<file path="src/rtl/sbcs_pkg.sv">
// shared types, constants and control structs of the similar base chunk selector
package sbcs_pkg;

  localparam int FEATURES_PER_CHUNK_DEF = 4;
  localparam int TABLE_ENTRIES_DEF      = 1024;
  localparam int IDENT_BITS_DEF         = 64;

  localparam int KEY_W   = 64;
  localparam int BASE_W  = 64;
  localparam int COUNT_W = 4;
  localparam logic [COUNT_W-1:0] COUNT_MAX = 4'd15;

  // slot reduction for a table size that is not a power of two
  localparam int SLOT_BITS_PER_STEP = 4;
  localparam int SLOT_STEPS         = KEY_W / SLOT_BITS_PER_STEP;
  localparam int SLOT_CNT_W         = $clog2(SLOT_STEPS);

  localparam logic REQ_LOOKUP = 1'b0;
  localparam logic REQ_INSERT = 1'b1;

  typedef struct packed {
    logic              req_type;
    logic [KEY_W-1:0]  feature_key;
    logic [BASE_W-1:0] base_ident;
    logic              last_feature;
  } req_t;

  typedef struct packed {
    logic               similar;
    logic [BASE_W-1:0]  chosen_base;
    logic [COUNT_W-1:0] match_count;
  } res_t;

  typedef struct packed {
    logic capture;
    logic clear;
    logic mem_write;
    logic mem_read;
    logic check;
  } cmd_t;

  typedef struct packed {
    logic slot_done;
    logic clear_last;
    logic is_insert;
    logic is_last;
    logic out_blocked;
  } status_t;

endpackage

</file>
<file path="src/rtl/sbcs_ctrl.sv">
// controller: sequences the clearing pass, slot, table access and candidate update
module sbcs_ctrl (
  input  logic              clk,
  input  logic              rst,
  input  logic              request_valid,
  output logic              request_stall,
  input  sbcs_pkg::status_t status,
  output sbcs_pkg::cmd_t    cmd
);
  import sbcs_pkg::*;

  typedef enum logic [2:0] {
    S_CLEAR,
    S_IDLE,
    S_SLOT,
    S_MEM,
    S_CHECK
  } state_t;

  state_t state;
  state_t state_next;
  logic   stall;

  always_comb begin
    cmd           = '0;
    cmd.capture   = (state == S_IDLE) && request_valid;
    cmd.clear     = (state == S_CLEAR);
    cmd.mem_write = (state == S_MEM) && status.is_insert;
    cmd.mem_read  = (state == S_MEM) && !status.is_insert;
    // a closing lookup waits while the previous result is still held
    cmd.check     = (state == S_CHECK) && !(status.is_last && status.out_blocked);
  end

  always_comb begin
    state_next = state;
    unique case (state)
      S_CLEAR: begin
        if (status.clear_last) begin
          state_next = S_IDLE;
        end
      end
      S_IDLE: begin
        if (request_valid) begin
          state_next = S_SLOT;
        end
      end
      S_SLOT: begin
        if (status.slot_done) begin
          state_next = S_MEM;
        end
      end
      S_MEM: begin
        state_next = status.is_insert ? S_IDLE : S_CHECK;
      end
      S_CHECK: begin
        if (cmd.check) begin
          state_next = S_IDLE;
        end
      end
      default: state_next = S_IDLE;
    endcase
  end

  always_ff @(posedge clk) begin
    if (rst) begin
      state <= S_CLEAR;
      stall <= 1'b1;
    end else begin
      state <= state_next;
      stall <= (state_next != S_IDLE);
    end
  end

  assign request_stall = stall;

endmodule

</file>
<file path="config.mk">
export PLATFORM = sky130hd
export DESIGN_NAME = sbcs_ctrl
export DESIGN_NICKNAME = d
export VERILOG_FILES = /design/src/rtl/sbcs_pkg.sv /design/src/rtl/sbcs_ctrl.sv
export SDC_FILE = /design/constraint.sdc
export NUM_CORES = 1
export LEC_CHECK = 0
export BUFFER_PORTS_ARGS = -buffer_cell sky130_fd_sc_hd__buf_2
export CAP_MARGIN = 15
export CORE_AREA = 2 2 39 41
export CTS_BUF_LIST = sky130_fd_sc_hd__clkbuf_8
export DETAILED_ROUTE_END_ITERATION = 7
export DIE_AREA = 0 0 41 43
export GPL_ROUTABILITY_DRIVEN = 0
export HOLD_SLACK_MARGIN = 0.08
export PLACE_DENSITY = 0.46
export SETUP_SLACK_MARGIN = 0.15
export SLEW_MARGIN = 20
export SYNTH_ARGS = -nofsm -noshare
export SYNTH_HDL_FRONTEND = slang
export SYNTH_SLANG_ARGS = --single-unit
</file>
<file path="constraint.sdc">
create_clock -name clk -period 1.1 [get_ports clk]
set_input_delay 0.33 -clock clk [delete_from_list [all_inputs] [get_ports clk]]
set_output_delay 0.33 -clock clk [all_outputs]
set_load 0.03 [all_outputs]
</file>
==> impl_metrics.csv, run 1 <==
group,metric,value,unit
status,status,"complete, but fails checks",
status,failing_checks,"negative setup slack",
grt,grt.total_usage,9.24,%
cts,cts_htree_levels,1,
routing,avgViaCountPerCell,4.35,
power,p_per_area,1180,mW/mm^2
cells_and_area,layout.nets,63,
placement,buffer_ports.inserted,13,
cts,cts.clk_slew.worst_paths,0.03,ns
logic_synthesis,compound_cell_area_share_of_the_yosys_netlist,17.1,%
logic_synthesis,netlist.area_leader.share,31.2,%
logic_synthesis,synthesis.area_per_instance,9.87,sq um
routing,routedWlPerCell,9.84,um
worst_hold_path,hold_path_startpoint,"rst",
placement,hpwlAfterDp,508,um
timing,final_setup_violation_count,7,
logic_synthesis,synth.area.mux_share,3.90,%
grt,number_of_antenna_violations_at_the_first_check_in_global_routing,0,
logic_synthesis,synth.lib_cells_used.distinct,19,
floorplanning,core_area,0.00138,sq mm
grt,final_global_route_overflow_total,0,
timing,final_hold_viol_count,0,
timing,clock-skew-final,0.000281,ns
grt,grt_start_max_net_pins,7,
logic_synthesis,mappedNetlistNets,34,
grt,first_global_vias,288,
power,finalPower,0.000655,W
routing,route.vias.total,300,
logic_synthesis,post-synth-top-area-cell,"sky130_fd_sc_hd__dfxtp_1",
logic_synthesis,synth_top_family_by_area,"simple AND/OR/NAND/NOR gates",
cts,root_buffer,"sky130_fd_sc_hd__clkbuf_8",
logic_synthesis,synthTopCellsByArea,"sky130_fd_sc_hd__dfxtp_1 31%, sky130_fd_sc_hd__nand2b_1 7.3%, sky130_fd_sc_hd__nor3b_4 7.3%, sky130_fd_sc_hd__and4bb_4 6.3%, sky130_fd_sc_hd__a31oi_2 4.9%",
timing,relSlewSlack,89.3,%
floorplanning,placementRows,14,
floorplanning,dieWidth,41,um
timing,max_freq,0.697,GHz
routing,dr.first_iter.drc_count,3,
timing,worstMarginPinSlew,0.156,ns
timing,min_period_over_period,130,%
power,irDropWorstVdd,0.845,mV
logic_synthesis,synthAdderAreaFrac,0,%
placement,placed_cell_area,439,sq um
cts,clock_latency_on_the_worst_skew_pair,0.21,ns
cells_and_area,area_grow_syn2layout,116,%
logic_synthesis,yosys.area_share.simple,43.4,%
timing,period_needed,1.43,ns
timing,final-max-slew-violation-count,0,
worst_hold_path,min_path_type,"input pin to flip-flop",
routing,drc_violations_left,0,
critical_path,worst_setup_path_end_kind,"output port",
floorplanning,die_h,43,um
logic_synthesis,synth.cell_area,256,sq um
logic_synthesis,synth_cells,26,
critical_path,path_class,"flip-flop to output port",
logic_synthesis,synth-warning-count,0,
power,leakage,0.245,nW
critical_path,timing.critical_path.required,0.77,ns
cts,clockBufferDepth,2,
cells_and_area,final_cells,69,
run,drv.max_cap_violation_count,0,
critical_path,worstSetupStartpoint,"state[1]$_SDFF_PP0_",
cts,tritoncts_clock_tree,"done",
timing,rsz_0062_raised_after_global_routing,"yes",
cts,cts.repair_timing.setup_buffer_count,0,
critical_path,r2r_startpoint,"state[1]$_SDFF_PP0_",
cts,total_cts_buffers,3,
critical_path,crit_path_start_kind,"flip-flop",
placement,post_placement_cell_count,66,
cells_and_area,n_antenna_cell,0,
floorplanning,initial_core_util,18.5,%
cells_and_area,post_route_cells_drive_above_1_share,79.2,%
cells_and_area,layout.core_utilization,40.1,%
routing,drt_pre_antenna_iters,2,
critical_path,arrival,1.10,ns
logic_synthesis,seq_area_frac_synth,31.2,%
cts,post_cts_hold_buffer_count,0,
floorplanning,floorplan.die_area,0.00176,sq mm
critical_path,critical_path_peak_fanout,6,
cells_and_area,finalInstanceArea,554,sq um
routing,wirelength,679,um
floorplanning,top_level_ports,14,
logic_synthesis,synthesis_stage_register_bit_count,4,
logic_synthesis,post_synth_xor_area_fraction,0,%
timing,final_critical_path_setup_slack,-0.335,ns
routing,post_detailed_route_count_of_antenna_violating_nets,0,
cts,tritoncts_num_sinks,4,
cells_and_area,layout_common_cells,"9 x sky130_fd_sc_hd__buf_6, 9 x sky130_fd_sc_hd__buf_4, 7 x sky130_fd_sc_hd__buf_2",
grt,grt_first_pass_wirelength,1.06,mm
[Yosys cell counts]
library cell and number:
sky130_fd_sc_hd__a21boi_0 1, sky130_fd_sc_hd__a21o_2 1, sky130_fd_sc_hd__a31oi_1 1, sky130_fd_sc_hd__a31oi_2 1
sky130_fd_sc_hd__a32oi_1 1, sky130_fd_sc_hd__and2_1 1, sky130_fd_sc_hd__and2b_1 1, sky130_fd_sc_hd__and3_1 1
sky130_fd_sc_hd__and3_2 1, sky130_fd_sc_hd__and4bb_4 1, sky130_fd_sc_hd__buf_6 1, sky130_fd_sc_hd__dfxtp_1 4
sky130_fd_sc_hd__mux2i_1 1, sky130_fd_sc_hd__nand2b_1 3, sky130_fd_sc_hd__nand3b_1 1, sky130_fd_sc_hd__nand4_1 1
sky130_fd_sc_hd__nor2_1 3, sky130_fd_sc_hd__nor3_1 1, sky130_fd_sc_hd__nor3b_4 1
[final cells by class]
cell class,count,area (sq um)
timing repair buffer,25,204
tap,16,20.0
sequential,4,87.6
multi-input combinational,21,201
clock buffer,3,41.3
fill,139,830
[flip-flops by register name (all words and copies together) (netlist names)]
signal / cells
state: 3
request_stall: 1
[power breakdown]
group | switching, W | internal, W | total (W)
combinational | 0.0000790 | 0.0000937 | 0.000173
clock | 0.0000745 | 0.000233 | 0.000308
sequential | 0.0000153 | 0.000159 | 0.000175
[per-layer routing]
metal  vias up  GRT usage, %  share of wire, %
met5         -             0                 0
met4         0          8.00                 0
met1       133          10.3                44
met3         0          3.66               8.8
met2        14          12.8                47
li1        153             -                 -
[final timing paths]
kind,to,slack [ns],depth (start not counted)
worst max-delay path,cmd[0],-0.33,3
worst min-delay path,state[1]$_SDFF_PP0_,0.29,2
worst max register to register,request_stall$_SDFF_PP1_,-0.05,5
worst min register to register,state[1]$_SDFF_PP0_,0.62,3
[per-stage QoR]
step / setup WS, ns / hold WS, ns / TNS (ns)
2_1_floorplan: -0.156 / 0.394 / -0.306
3_3_place_gp: -0.180 / 0.521 / -0.961
3_5_place_dp: -0.182 / 0.520 / -0.937
4_1_cts: -0.344 / 0.290 / -1.63
5_1_grt: -0.383 / 0.312 / -1.94
6_report: -0.335 / 0.295 / -1.59
[critical path: stages (launching register included)]
cell and delay, ns:
sky130_fd_sc_hd__dfxtp_4 0.36, sky130_fd_sc_hd__nor3b_4 0.19, sky130_fd_sc_hd__a21boi_4 0.20, sky130_fd_sc_hd__buf_6 0.14
[cell families (layout without fill, tap and decap cells)]
family                 after synthesis  after routing
AO/OA/AOI/OAI                        5              5
multiplexers                         1              1
AND/OR/NAND/NOR                     15             15
flip-flops                           4              4
buffers and inverters                1             28
[timing repair]
| action | CTS | global route |
|---|---|---|
| gates resized for setup | 21 | 1 |
| pin swaps | 2 | 2 |
| setup endpoints to repair | 10 | 10 |
Power figures use the tool's default switching activity.
==> run 2: changes to the inputs <==
MAX_ROUTING_LAYER = met4   (was default)
==> run 2 against run 1 <==
Against the previous run: the run still ends with negative setup slack left; non-clock buffer count stayed put; routed wire length unchanged; critical path depth did not move; largest power group unchanged; design area unchanged; utilization stayed put; critical path type unchanged; via count unchanged.
==> impl_metrics.csv, run 2 (same netlist as run 1, synthesis figures left out) <==
group,metric,value,unit
routing,avgViaCountPerCell,4.35,
grt,number_of_antenna_violations_at_the_first_check_in_global_routing,0,
cells_and_area,largest_register_ff_count,3,
critical_path,critical_path_peak_fanout,6,
cells_and_area,post_route_cells_drive_above_1_share,79.2,%
routing,drt_pre_antenna_iters,2,
routing,route.vias.total,300,
worst_hold_path,min_path_type,"input pin to flip-flop",
timing,final_setup_violation_count,7,
cells_and_area,layout_common_cells,"9 x sky130_fd_sc_hd__buf_6, 9 x sky130_fd_sc_hd__buf_4, 7 x sky130_fd_sc_hd__buf_2",
cells_and_area,top_register,"state",
cts,tritoncts_clock_tree,"done",
cts,cts_htree_levels,1,
routing,dr.first_iter.drc_count,4,
floorplanning,die_h,43,um
placement,buffer_ports.inserted,13,
critical_path,cells_along_the_critical_path,"nor3b_4, a21boi_4, buf_6",
routing,post_detailed_route_count_of_antenna_violating_nets,0,
critical_path,crit_path_top_delay_cell,"sky130_fd_sc_hd__dfxtp_4",
critical_path,r2r_startpoint,"state[1]$_SDFF_PP0_",
critical_path,arrival,1.10,ns
placement,hpwlAfterDp,508,um
critical_path,worstSetupStartpoint,"state[1]$_SDFF_PP0_",
cells_and_area,layout.nets,63,
floorplanning,initial_core_util,18.5,%
routing,drc_violations_left,0,
worst_hold_path,worst_hold_path.num_cells,2,
cells_and_area,area_grow_syn2layout,116,%
power,leakage,0.245,nW
floorplanning,floorplan.die_area,0.00176,sq mm
routing,routedWlPerCell,9.84,um
floorplanning,dieWidth,41,um
grt,first_global_vias,287,
status,failing_checks,"negative setup slack",
timing,finalSetupTns,-1.59,ns
placement,place_ws,-0.182,ns
placement,placed_cell_area,439,sq um
cells_and_area,finalInstanceArea,554,sq um
power,p_per_area,1180,mW/mm^2
timing,period_needed,1.43,ns
cts,tritoncts_num_sinks,4,
timing,relSlewSlack,89.3,%
timing,min_period_over_period,130,%
timing,clock-skew-final,0.000281,ns
timing,final-max-slew-violation-count,0,
floorplanning,placementRows,14,
critical_path,reg2reg_depth,5,
critical_path,crit_path_start_kind,"flip-flop",
status,status,"complete, but fails checks",
worst_hold_path,hold_path_startpoint,"rst",
cts,cts.clk_slew.worst_paths,0.03,ns
timing,rsz_0062_raised_after_global_routing,"yes",
critical_path,worst_setup_path_end_kind,"output port",
cts,clockBufferDepth,2,
cts,cts.repair_timing.setup_buffer_count,0,
cts,total_cts_buffers,3,
timing,max_freq,0.697,GHz
critical_path,timing.critical_path.required,0.77,ns
floorplanning,core_area,0.00138,sq mm
critical_path,path_class,"flip-flop to output port",
grt,final_global_route_overflow_total,0,
timing,final_critical_path_setup_slack,-0.334,ns
cells_and_area,layout.core_utilization,40.1,%
cts,clock_latency_on_the_worst_skew_pair,0.21,ns
critical_path,critical-path-max-stage-delay,0.36,ns
timing,final_hold_viol_count,0,
cells_and_area,n_antenna_cell,0,
grt,grt.total_usage,9.47,%
routing,wirelength,679,um
power,irDropWorstVdd,0.845,mV
floorplanning,top_level_ports,14,
run,drv.max_cap_violation_count,0,
cts,root_buffer,"sky130_fd_sc_hd__clkbuf_8",
grt,grt_first_pass_wirelength,1.06,mm
grt,grt_start_max_net_pins,7,
timing,worstMarginPinSlew,0.156,ns
[run 2: stage by stage]
step                instances  hold slack, ns  total power (W)
floorplan                  26           0.394         0.000258
global route               69           0.312         0.000688
finish                     69           0.294         0.000655
global placement           66           0.521         0.000321
detailed placement         66           0.520         0.000322
CTS                        69           0.290         0.000660
[run 2: worst paths after layout]
| path | to | slack [ns] |
|---|---|---|
| hold / removal | state[1]$_SDFF_PP0_ | 0.29 |
| hold reg to reg | state[1]$_SDFF_PP0_ | 0.62 |
| setup / recovery | cmd[0] | -0.33 |
| setup reg to reg | request_stall$_SDFF_PP1_ | -0.05 |
[run 2: what timing repair did]
| item | CTS | global route |
|---|---|---|
| gates resized for setup | 21 | 1 |
| hold buffers | 0 | 0 |
| pin swaps | 2 | 2 |
| endpoints found under the setup margin | 10 | 10 |
[run 2: report_power, final]
part           internal [W]  total, W  leakage (nW)  switching, W
Sequential         0.000159  0.000175        0.0341     0.0000153
Clock              0.000233  0.000308        0.0216     0.0000745
Combinational     0.0000937  0.000173         0.190     0.0000790
[run 2: layout make-up]
type | count | area [sq um]
timing repair buffer | 25 | 204
multi-input combinational | 21 | 201
fill | 139 | 830
tap | 16 | 20.0
sequential | 4 | 87.6
clock buffer | 3 | 41.3
[run 2: routing by layer]
layer  GRT usage [%]  wire, um  part of all wire [%]  vias to the layer above
met3            3.14        55                   8.1                        0
met4            8.00         0                     0                        0
met2            12.8       316                    47                       14
met5               -         0                     0                        -
met1            10.6       307                    45                      133
li1                -         -                     -                      153
[run 2: worst max-delay path: cells and delay by family, from the launching register on]
kind                   cells  cell delay [ns]
AO/OA/AOI/OAI              1             0.20
buffers and inverters      1             0.14
flip-flops                 1             0.36
AND/OR/NAND/NOR            1             0.19
